<file path="src/design/cspb_pkg.sv">
// Shared types and constants for the cursor sprite blit unit.
package cspb_pkg;

    localparam int COORD_W  = 13;
    localparam int SPRW_W   = 7;
    localparam int DEPTH_W  = 3;
    localparam int BASE_W   = 28;
    localparam int ADDR_W   = 26;
    localparam int PIX_W    = 32;
    localparam int CFG_IDX_W = 3;
    localparam int CFG_DATA_W = 32;

    localparam logic [SPRW_W-1:0]  RST_SPRITE_WIDTH  = 7'd16;
    localparam logic [COORD_W-1:0] RST_SCREEN_WIDTH  = 13'd640;
    localparam logic [COORD_W-1:0] RST_SCREEN_HEIGHT = 13'd480;
    localparam logic [DEPTH_W-1:0] RST_BYTES_PER_PIX = 3'd1;

    // Depth codes after clamping to the legal range
    localparam logic [DEPTH_W-1:0] DEPTH_MIN = 3'd1;
    localparam logic [DEPTH_W-1:0] DEPTH_MAX = 3'd4;

    typedef enum logic [CFG_IDX_W-1:0] {
        CFG_ORIGIN_X        = 3'd0,
        CFG_ORIGIN_Y        = 3'd1,
        CFG_SPRITE_WIDTH    = 3'd2,
        CFG_SCREEN_WIDTH    = 3'd3,
        CFG_SCREEN_HEIGHT   = 3'd4,
        CFG_BYTES_PER_PIXEL = 3'd5,
        CFG_KEY_COLOR       = 3'd6,
        CFG_KEY_ENABLE      = 3'd7
    } cfg_index_t;

    typedef struct packed {
        logic [PIX_W-1:0] pixel_value;
        logic             last_pixel;
    } pix_in_t;

    typedef struct packed {
        logic [ADDR_W-1:0] fb_byte_address;
        logic [PIX_W-1:0]  write_data;
    } fb_write_t;

endpackage

</file>
<file path="src/design/cursor_sprite_blit_unit.sv">
// Cursor sprite blit: color-keyed, screen-clipped pointer bitmap to framebuffer writes.
//
// Usage:
//   Input channel (in_valid / in_stall / in_data) carries one bitmap pixel per
//   transfer, in raster order, with last_pixel set on the final pixel of the bitmap.
//   Output channel (out_valid / out_stall / out_data) carries one framebuffer write
//   (byte address and pixel bytes) for each pixel that lands on screen and is not
//   the key color. Off-screen and transparent pixels produce no transfer.
//   Configuration channel (cfg_valid / cfg_ready / cfg_index / cfg_data) writes the
//   eight registers; cfg_ready is always high. Write only while the unit is idle.
// Timing:
//   One pixel per cycle sustained unless in_stall holds it (a held result or a reload).
//   A pixel goes through the input register, then the result register, before it
//   can transfer. Every register write starts a reload of the row stride and row
//   base (first the stride, then the signed base multiply); in_stall is high
//   until the reload is done.
// Reset: async, active low; registers go to their defaults and counters to zero.
// Stall: a held result stays in the output register; the input stage keeps taking
//   pixels while it has room, and a pixel that makes no write never blocks.
module cursor_sprite_blit_unit
    import cspb_pkg::*;
#(
    parameter int MAX_SCREEN_DIM = 4096,
    parameter int MAX_SPRITE_DIM = 64
)
(
    input  logic                  clk,
    input  logic                  rst_n,
    input  logic                  in_valid,
    output logic                  in_stall,
    input  pix_in_t               in_data,
    output logic                  out_valid,
    input  logic                  out_stall,
    output fb_write_t             out_data,
    input  logic                  cfg_valid,
    output logic                  cfg_ready,
    input  logic [CFG_IDX_W-1:0]  cfg_index,
    input  logic [CFG_DATA_W-1:0] cfg_data
);

    localparam int CntW  = $clog2(MAX_SPRITE_DIM) + 1;
    localparam int ScrW  = $clog2(MAX_SCREEN_DIM) + 1;
    localparam int StrW  = ScrW + DEPTH_W;
    localparam int PosW  = COORD_W + 1;
    localparam int XoffW = PosW + DEPTH_W;
    localparam int CmpW  = 32;
    localparam int ProdW = (PosW + StrW + 1 > BASE_W) ? PosW + StrW + 1 : BASE_W;

    // Configuration registers
    logic signed [COORD_W-1:0] origin_x_reg;
    logic signed [COORD_W-1:0] origin_y_reg;
    logic [SPRW_W-1:0]         sprite_width_reg;
    logic [COORD_W-1:0]        screen_width_reg;
    logic [COORD_W-1:0]        screen_height_reg;
    logic [DEPTH_W-1:0]        bytes_per_pixel_reg;
    logic [PIX_W-1:0]          key_color_reg;
    logic                      key_enable_reg;

    // Position state
    logic [CntW-1:0]   col_reg, col_next;
    logic [CntW-1:0]   row_reg, row_next;
    logic [BASE_W-1:0] row_base_reg, row_base_next;
    logic [BASE_W-1:0] origin_base_reg, origin_base_next;
    logic [StrW-1:0]   stride_reg, stride_next;
    logic signed [PosW-1:0] ysum_reg, ysum_next;
    logic [1:0]        reload_cnt_reg, reload_cnt_next;

    // Input stage
    logic                   s1_valid_reg, s1_valid_next;
    logic [PIX_W-1:0]       s1_pix_reg;
    logic signed [PosW-1:0] s1_x_reg;
    logic signed [PosW-1:0] s1_y_reg;
    logic [BASE_W-1:0]      s1_base_reg;

    // Result stage
    logic      out_valid_reg, out_valid_next;
    fb_write_t out_data_reg;

    // Derived configuration
    logic [DEPTH_W-1:0] depth;
    logic [PIX_W-1:0]   byte_mask;
    logic [ScrW-1:0]    scr_w_eff;
    logic [ScrW-1:0]    scr_h_eff;
    logic [CntW-1:0]    spr_w_cnt;
    logic [CntW-1:0]    col_inc;

    logic                   cfg_fire;
    logic                   in_fire;
    logic                   advance;
    logic                   s1_free;
    logic                   on_screen;
    logic                   keyed;
    logic                   emit;
    logic [XoffW-1:0]       xoff;
    logic [BASE_W-1:0]      addr_sum;
    logic signed [PosW-1:0] pos_x;
    logic signed [PosW-1:0] pos_y;
    logic signed [ProdW-1:0] prod_row;
    logic signed [ProdW-1:0] prod_origin;

    assign cfg_ready = 1'b1;
    assign cfg_fire  = cfg_valid && cfg_ready;

    // Clamp depth to 1..4 and build the byte mask it selects
    always_comb
    begin
        if (bytes_per_pixel_reg == '0)
            depth = DEPTH_MIN;
        else if (bytes_per_pixel_reg > DEPTH_MAX)
            depth = DEPTH_MAX;
        else
            depth = bytes_per_pixel_reg;
        case (depth)
            3'd1:    byte_mask = 32'h0000_00FF;
            3'd2:    byte_mask = 32'h0000_FFFF;
            3'd3:    byte_mask = 32'h00FF_FFFF;
            default: byte_mask = 32'hFFFF_FFFF;
        endcase
    end

    // Saturate screen dimensions to the largest supported screen
    always_comb
    begin
        if (CmpW'(screen_width_reg) > CmpW'(MAX_SCREEN_DIM))
            scr_w_eff = ScrW'(MAX_SCREEN_DIM);
        else
            scr_w_eff = ScrW'(screen_width_reg);
        if (CmpW'(screen_height_reg) > CmpW'(MAX_SCREEN_DIM))
            scr_h_eff = ScrW'(MAX_SCREEN_DIM);
        else
            scr_h_eff = ScrW'(screen_height_reg);
    end

    assign spr_w_cnt = CntW'(sprite_width_reg);
    assign col_inc   = col_reg + CntW'(1);

    // Screen position of the pixel being taken
    assign pos_x = PosW'(origin_x_reg) + PosW'($signed({1'b0, col_reg}));
    assign pos_y = PosW'(origin_y_reg) + PosW'($signed({1'b0, row_reg}));

    // Clip, key and address for the pixel in the input stage
    assign on_screen = !s1_x_reg[PosW-1] && !s1_y_reg[PosW-1]
                       && (CmpW'($unsigned(s1_x_reg)) < CmpW'(scr_w_eff))
                       && (CmpW'($unsigned(s1_y_reg)) < CmpW'(scr_h_eff));
    assign keyed     = key_enable_reg && ((s1_pix_reg & byte_mask) == (key_color_reg & byte_mask));
    assign emit      = s1_valid_reg && on_screen && !keyed;
    assign xoff      = XoffW'($unsigned(s1_x_reg)) * XoffW'(depth);
    assign addr_sum  = s1_base_reg + BASE_W'(xoff);

    // Flow control: the result register frees when empty or taken; the input
    // stage frees when empty, when the result register can take it or when it makes no write
    assign advance  = !out_valid_reg || !out_stall;
    assign s1_free  = !s1_valid_reg || advance || !emit;
    assign in_stall = !s1_free || (reload_cnt_reg != 2'd0);
    assign in_fire  = in_valid && !in_stall;

    assign s1_valid_next  = in_fire || (s1_valid_reg && !s1_free);
    assign out_valid_next = advance ? emit : out_valid_reg;

    // Reload products: base of the current row and of the bitmap's first row
    assign prod_row    = ProdW'(ysum_reg) * ProdW'($signed({1'b0, stride_reg}));
    assign prod_origin = ProdW'(origin_y_reg) * ProdW'($signed({1'b0, stride_reg}));

    // Position counters and the reload sequence
    always_comb
    begin
        col_next         = col_reg;
        row_next         = row_reg;
        row_base_next    = row_base_reg;
        origin_base_next = origin_base_reg;
        stride_next      = stride_reg;
        ysum_next        = ysum_reg;
        reload_cnt_next  = reload_cnt_reg;

        if (in_fire)
        begin
            if (in_data.last_pixel)
            begin
                col_next      = '0;
                row_next      = '0;
                row_base_next = origin_base_reg;
            end
            else if (col_inc == spr_w_cnt)
            begin
                col_next      = '0;
                row_next      = row_reg + CntW'(1);
                row_base_next = row_base_reg + BASE_W'(stride_reg);
            end
            else
            begin
                col_next = col_inc;
            end
        end

        if (cfg_fire)
        begin
            reload_cnt_next = 2'd2;
        end
        else if (reload_cnt_reg == 2'd2)
        begin
            // Stride from the new screen width and depth, row sum from the new origin
            stride_next     = StrW'(scr_w_eff) * StrW'(depth);
            ysum_next       = pos_y;
            reload_cnt_next = 2'd1;
        end
        else if (reload_cnt_reg == 2'd1)
        begin
            row_base_next    = prod_row[BASE_W-1:0];
            origin_base_next = prod_origin[BASE_W-1:0];
            reload_cnt_next  = 2'd0;
        end
    end

    // Control and configuration registers
    always_ff @(posedge clk or negedge rst_n)
    begin
        if (!rst_n)
        begin
            origin_x_reg        <= '0;
            origin_y_reg        <= '0;
            sprite_width_reg    <= RST_SPRITE_WIDTH;
            screen_width_reg    <= RST_SCREEN_WIDTH;
            screen_height_reg   <= RST_SCREEN_HEIGHT;
            bytes_per_pixel_reg <= RST_BYTES_PER_PIX;
            key_color_reg       <= '0;
            key_enable_reg      <= 1'b1;
            col_reg             <= '0;
            row_reg             <= '0;
            row_base_reg        <= '0;
            origin_base_reg     <= '0;
            stride_reg          <= StrW'(RST_SCREEN_WIDTH) * StrW'(RST_BYTES_PER_PIX);
            ysum_reg            <= '0;
            reload_cnt_reg      <= 2'd0;
            s1_valid_reg        <= 1'b0;
            out_valid_reg       <= 1'b0;
        end
        else
        begin
            if (cfg_fire)
            begin
                unique case (cfg_index_t'(cfg_index))
                    CFG_ORIGIN_X:        origin_x_reg        <= cfg_data[COORD_W-1:0];
                    CFG_ORIGIN_Y:        origin_y_reg        <= cfg_data[COORD_W-1:0];
                    CFG_SPRITE_WIDTH:    sprite_width_reg    <= cfg_data[SPRW_W-1:0];
                    CFG_SCREEN_WIDTH:    screen_width_reg    <= cfg_data[COORD_W-1:0];
                    CFG_SCREEN_HEIGHT:   screen_height_reg   <= cfg_data[COORD_W-1:0];
                    CFG_BYTES_PER_PIXEL: bytes_per_pixel_reg <= cfg_data[DEPTH_W-1:0];
                    CFG_KEY_COLOR:       key_color_reg       <= cfg_data[PIX_W-1:0];
                    CFG_KEY_ENABLE:      key_enable_reg      <= cfg_data[0];
                    default:             key_enable_reg      <= key_enable_reg;
                endcase
            end
            col_reg         <= col_next;
            row_reg         <= row_next;
            row_base_reg    <= row_base_next;
            origin_base_reg <= origin_base_next;
            stride_reg      <= stride_next;
            ysum_reg        <= ysum_next;
            reload_cnt_reg  <= reload_cnt_next;
            s1_valid_reg    <= s1_valid_next;
            out_valid_reg   <= out_valid_next;
        end
    end

    // Payload registers: capture on transfer, hold otherwise
    always_ff @(posedge clk)
    begin
        if (in_fire)
        begin
            s1_pix_reg  <= in_data.pixel_value;
            s1_x_reg    <= pos_x;
            s1_y_reg    <= pos_y;
            s1_base_reg <= row_base_reg;
        end
        if (advance && emit)
        begin
            out_data_reg.fb_byte_address <= addr_sum[ADDR_W-1:0];
            out_data_reg.write_data      <= s1_pix_reg & byte_mask;
        end
    end

    assign out_valid = out_valid_reg;
    assign out_data  = out_data_reg;

    // A register write holds off pixels until the row base is rebuilt
    assert property (@(posedge clk) disable iff (!rst_n)
        cfg_fire |=> in_stall ##1 in_stall)
        else $error("pixel taken during row base reload");

    // The last pixel rewinds the position to the bitmap origin
    assert property (@(posedge clk) disable iff (!rst_n)
        (in_fire && in_data.last_pixel && !cfg_fire) |=>
            (col_reg == '0) && (row_reg == '0) && (row_base_reg == origin_base_reg))
        else $error("position not rewound after last pixel");

    // Bytes above the pixel depth never reach the framebuffer
    assert property (@(posedge clk) disable iff (!rst_n)
        out_valid_reg |-> ((out_data_reg.write_data & ~byte_mask) == '0))
        else $error("write data carries bytes beyond pixel depth");

endmodule

</file>
<file path="config.mk">
export PLATFORM = sky130hd
export DESIGN_NAME = cursor_sprite_blit_unit
export DESIGN_NICKNAME = d
export VERILOG_FILES = /design/src/design/cspb_pkg.sv /design/src/design/cursor_sprite_blit_unit.sv
export SDC_FILE = /design/constraint.sdc
export NUM_CORES = 2
export LEC_CHECK = 0
export BUFFER_PORTS_ARGS = -buffer_cell sky130_fd_sc_hd__buf_2
export CORE_MARGIN = 1.5
export CORE_UTILIZATION = 49
export CTS_BUF_LIST = sky130_fd_sc_hd__clkbuf_16
export DETAILED_ROUTE_END_ITERATION = 10
export MAX_ROUTING_LAYER = met4
export PLACE_DENSITY = 0.71
export SLEW_MARGIN = 0
export SYNTH_ARGS = -nofsm -noshare
export SYNTH_HDL_FRONTEND = slang
export SYNTH_SLANG_ARGS = --single-unit
</file>
<file path="constraint.sdc">
create_clock -name clk -period 9.3 [get_ports clk]
set_input_delay 0.465 -clock clk [delete_from_list [all_inputs] [get_ports clk]]
set_output_delay 0.465 -clock clk [all_outputs]
set_load 0.01 [all_outputs]
</file>
### Yosys cells after proc, flatten, opt, wreduce, memory -nomap -nowiden

Cells that the tools add are included.

| storage, ports and cells | value |
|---|---|
| register bits after elaboration | 343 |
| input port bits | 73 |
| word-level logic and storage cells | 113 |
| output and inout port bits | 61 |

| cells by class | value |
|---|---|
| $add $sub $neg | 6 |
| mux-type cells | 18 |
| order comparisons | 5 |
| equality and inequality tests | 14 |
| reduce and logical (&&, ||, !) cells | 39 |
| bitwise operators | 4 |
| multipliers | 4 |

Operator list:

| cell | count |
|---|---|
| 2-to-1 mux 28 bit | 6 |
| case mux 32 bit (3 select lines) | 1 |
| AND 32 bit | 2 |
| == test 32 bit | 1 |
| adder 13 x 8 -> 14 bit | 2 |
| adder 28 x 16 -> 28 bit | 1 |
| < comparator 14 x 13 -> 1 bit | 2 |
| multiplier 13 x 17 -> 28 bit | 1 |
| multiplier 14 x 17 -> 28 bit | 1 |
| 2-to-1 mux 7 bit | 4 |
| adder 26 x 17 -> 26 bit | 1 |
| > comparator 13 bit (second input constant) | 2 |
| 2-to-1 mux 13 bit | 2 |
| AND reduction 2 bit | 10 |
| multiplier 14 x 3 -> 17 bit | 1 |
| multiplier 13 x 3 -> 16 bit | 1 |
| adder 7 x 1 -> 7 bit (second input constant) | 2 |
| == test 3 x 2 -> 1 bit (second input constant) | 4 |
| == test 3 bit (second input constant) | 4 |
| logical AND 1 bit | 9 |
| zero test 1 bit | 9 |
| == test 7 bit | 1 |
| == test 3 x 1 -> 1 bit (second input constant) | 2 |
| zero test 3 bit | 2 |
| other kinds (10) | 19 |

### Depth between registers and ports, before layout

| logic depth | value |
|---|---|
| depth in word-level cells | 20 |
| mapped depth | 25 |
| depth with buffers taken out | 23 |

### Least setup slack after synthesis

Ideal clock, no wire load.

| timing | value |
|---|---|
| kind | reg2reg |
| from | register stride_reg[7] |
| to | register row_base_reg[23] |
| path buffers | 2 |
| data arrival time | 6281 ps |
| slack | 2895 ps |
| cell stages (with the launch flop) | 23 |
| cells stage by stage | dfstp_2 > clkbuf_1 > clkbuf_1 > nand2_1 > fa_1 > fa_1 > inv_1 > fa_1 > fa_1 > fa_1 > inv_1 > fa_1 > inv_1 > ha_1 > a21oi_1 > o21a_1 > a2bb2oi_1 > a21oi_1 > o41ai_1 > a21oi_1 > xnor2_1 > nor2_1 > a211o_1 |

| on the way | value |
|---|---|
| cells in the longest elaborated chain, start to end | 7 |
| elaborated cells between the ends (all ways) | 8 |

Ends and longest elaborated chain:

| element | line | source |
|---|---|---|
| start: declaration | cursor_sprite_blit_unit.sv:64 | `logic [StrW-1:0] stride_reg, stride_next;` |
| start signal: assignment | cursor_sprite_blit_unit.sv:231 | `stride_reg <= StrW'(RST_SCREEN_WIDTH) * StrW'(RST_BYTES_PER_PIX);` |
| start signal: assignment | cursor_sprite_blit_unit.sv:257 | `stride_reg <= stride_next;` |
| parallel branches: the longest is 6 deep, another holds multiplier 14 x 17 -> 28 bit | n/a |  |
| 2-to-1 mux 28 bit (*) | cursor_sprite_blit_unit.sv:195 | `if (cfg_fire)` |
| named net row_base_next[23] | cursor_sprite_blit_unit.sv:62 | `logic [BASE_W-1:0] row_base_reg, row_base_next;` |
| end signal: assignment | cursor_sprite_blit_unit.sv:255 | `row_base_reg <= row_base_next;` |
| end: declaration | cursor_sprite_blit_unit.sv:62 |  |

Mark *: on every way through the listed nets, which the timed path passes.
A chain may end at the register's enable or synchronous reset.

### Worst setup path after layout

| timing | value |
|---|---|
| from | register stride_reg[6] |
| to | register row_base_reg[24] |

Same word-level chain as after synthesis.

==> impl_metrics.py <==
metrics = {
    "status": {
        "outcome": "completed",
    },
    "sta": {
        "worst_pin_slew_ps": 1335,
        "setup_viol": 0,
        "finClkSkew_ps": 22.40,
        "fin_crit_ps": 7153,
        "fin_ws_ps": 2147,
        "max-slew-margin-rel_pct": 10.98,
        "period_share_pct": 76.92,
        "tns_ps": 0,
        "hold_viol_final": 0,
        "rsz0062_at_grt": "false",
        "slew_violations": 0,
        "fmaxAchievable_mhz": 139.8,
    },
    "setup_path": {
        "endpoint_kind": "register",
        "worstPathMaxFanout": 29,
        "critical_path_arrival_ps": 7550,
        "worstReg2RegEnd": "row_base_reg[24]",
        "r2r_slack_ps": 2150,
        "rr_worst_depth": 22,
        "cp.required_ps": 9690,
        "start_kind": "register",
        "crit_type": "register to register",
        "r2r-start": "stride_reg[6]",
    },
    "global_routing": {
        "grt_max_degree": 76,
        "antenna_found_initial": 1,
        "grt_pass1_wl_um": 126500,
        "grt_pass1_vias": 23541,
        "grt.total_usage_pct": 24.76,
        "grt_overflow": 0,
    },
    "detailed_routing": {
        "routed_wl_um": 77170,
        "viasPerCell": 5.469,
        "wl_met2_um": 37560,
        "drtIter0Drc": 1490,
        "highest_layer": "met4",
        "wl_met1_um": 32940,
        "drt_pre_antenna_iters": 5,
        "drcViolationCount": 0,
        "ant_nets": 0,
        "wl_per_cell_um": 18.60,
        "met3_length_um": 4300,
        "num_vias": 22695,
    },
    "floorplan": {
        "die_w_um": 257.3,
        "dieHeight_um": 257.3,
        "core_area_mm2": 0.06423,
        "die-area_mm2": 0.06621,
        "rows": 93,
        "io-pin-count": 134,
        "initial_core_util_pct": 49.34,
    },
    "clock_network": {
        "clk_pin_slew_worst_paths_ps": 60,
        "cts_sinks": 339,
        "clock_latency_ps": 560,
        "holdBufCountCts": 1,
        "cts_buffers": 38,
        "cts_max_level": 2,
        "cts_setup_buffers": 0,
        "cts_tree": "done",
        "clockBufferDepth": 3,
        "root_buffer": "clkbuf_16",
        "cts-resized-gates": 0,
    },
    "hold_path": {
        "hp-start": "in_data[6]",
        "hp-class": "input port to register",
        "min_path_cells": 1,
        "hold_end": "s1_pix_reg[5]",
    },
    "cells_and_area": {
        "antenna_cells": 0,
        "utilization_pct": 53.41,
        "nets": 3950,
        "seq_area_mm2": 0.009218,
        "largest_register_ffs": 58,
        "multiInputGateArea_mm2": 0.02008,
        "drive_above_1_share_pct": 10.56,
        "n_fill_cell": 5819,
        "area_delta_synth_final_pct": 8.256,
    },
    "yosys": {
        "ys_seq_elements": 339,
        "synth_ff_type": "dfrtp_1",
        "synthArstFlopShare_pct": 57.52,
        "synth_warnings": 0,
        "ys_types": 81,
        "synth.net_count": 3887,
        "post_synth.cell_area_avg_um2": 9.894,
        "synth-seq-area-share_pct": 29.09,
        "synthCells": 3203,
        "synthesis.area_mm2": 0.03169,
        "synth_edf_count": 144,
    },
    "place": {
        "dp_hpwl_um": 57790,
        "gp_congestion": 0.9025,
        "pre_cts_ws_ps": 2200,
        "numPortBuffers": 132,
    },
    "run": {
        "drv_cap": 0,
    },
}
==> routing by layer <==
metal,GRT usage [%],up-vias
met2,41.01,635
met1,31.75,11492
met4,7.749,0
met5,-,-
met3,3.093,124
li1,-,10444
==> cells in the final DEF, fill, tap and decap left out, types with 6 or more instances in the layout <==
cell / netlist / routed
and2_1: 210 / 209
nand2_1: 451 / 450
clkinv_1: 0 / 8
buf_2: 4 / 131
mux2_2: 95 / 95
nor2b_1: 47 / 46
o221ai_1: 6 / 6
nand2b_1: 38 / 38
xor2_1: 55 / 55
fa_1: 356 / 356
a21o_1: 28 / 28
buf_4: 1 / 31
nor2_1: 88 / 88
a211oi_1: 15 / 15
nor3_1: 24 / 23
o211ai_1: 12 / 12
ha_1: 255 / 255
o41ai_1: 7 / 7
nand3_1: 34 / 34
and3_1: 14 / 14
o21a_1: 15 / 15
o31ai_1: 13 / 13
inv_1: 492 / 503
edfxtp_1: 144 / 144
nand4b_1: 6 / 6
dfstp_2: 11 / 11
nor4_1: 8 / 8
or3_1: 17 / 17
xnor2_1: 92 / 92
a21oi_1: 72 / 71
dfrtp_1: 184 / 184
clkbuf_16: 0 / 39
o22ai_1: 20 / 20
o21ai_0: 92 / 92
o21bai_1: 16 / 16
nand4_1: 11 / 11
a31oi_1: 22 / 22
o21ai_1: 16 / 16
==> cells in the mapped netlist (7+ instances only) <==
cell type	n	area share [%]
nand3_1	34	0.54
a21o_1	28	0.66
o41ai_1	7	0.19
dfstp_2	11	0.91
o22ai_1	20	0.39
nor4_1	8	0.16
a21oi_1	72	1.1
inv_1	492	5.8
nand2_1	451	5.3
or3_1	17	0.34
a211oi_1	15	0.36
o21a_1	15	0.36
ha_1	255	10
o21bai_1	16	0.38
nor2b_1	47	0.93
and3_1	14	0.28
nand2b_1	38	0.75
a31oi_1	22	0.43
nor3_1	24	0.38
nand4_1	11	0.22
clkbuf_1	128	1.5
xnor2_1	92	2.5
and2_1	210	4.1
o21ai_0	92	1.5
mux2_2	95	3.4
fa_1	356	22
nor2_1	88	1.0
xor2_1	55	1.5
o31ai_1	13	0.31
o211ai_1	12	0.28
dfrtp_1	184	15
edfxtp_1	144	14
o21ai_1	16	0.25
==> through the flow <==
step	cell area (um^2)	instances	hold slack, ps
detailed placement	33140	4080	464.3
finish	34310	4150	84.04
global route	34310	4150	68.95
floorplan	31690	3203	169.4
CTS	34310	4150	60.67
global placement	33140	4080	453.0
==> critical path, cell delays in order, from the launching register on <==
cell	delay (ps)
dfrtp_1	890
and2_1	400
fa_1	510
inv_1	50
fa_1	530
inv_1	50
fa_1	490
inv_1	50
fa_1	470
inv_1	60
fa_1	550
inv_1	60
fa_1	530
inv_1	40
ha_1	220
or4_1	500
o22ai_1	410
o211ai_1	150
a21oi_1	270
o21ai_1	160
a41oi_1	270
mux2i_1	220
o22ai_1	90
==> worst max-delay path by stage <==
stage | slack [ps] | endpoint | from
final | 2150 | row_base_reg[24] | stride_reg[6]
after global routing | 1780 | row_base_reg[23] | stride_reg[6]
after CTS | 2180 | row_base_reg[24] | stride_reg[6]
after detailed placement | 2200 | row_base_reg[23] | stride_reg[6]
after global placement | 2300 | row_base_reg[24] | stride_reg[6]
after floorplan | 2900 | row_base_reg[23] | stride_reg[7]
==> logic make-up (layout without fill, tap and decap cells) <==
family          count (synthesis)  count (layout)  share of synthesized area (%)
buf+inv                       637             729                          7.636
mux                           101             101                          3.569
simple gates                  973             973                          14.89
compound gates                394             394                          8.185
xor+xnor                      147             147                          4.063
other cells                     1               1                        0.01183
fa+ha+maj                     611             611                          32.56
flops                         339             339                          29.09
==> area by class of cell <==
type / count / area share (%)
clock buffer: 39 / 2.845
clock inverter: 30 / 0.5216
inverter: 496 / 5.442
multi-input combinational: 2227 / 58.55
sequential: 339 / 26.87
tap: 855 / 3.118
timing repair buffer: 164 / 2.659
Power is not shown: default switching activity piles up to over one toggle a cycle in this logic, so the estimate is an artifact.
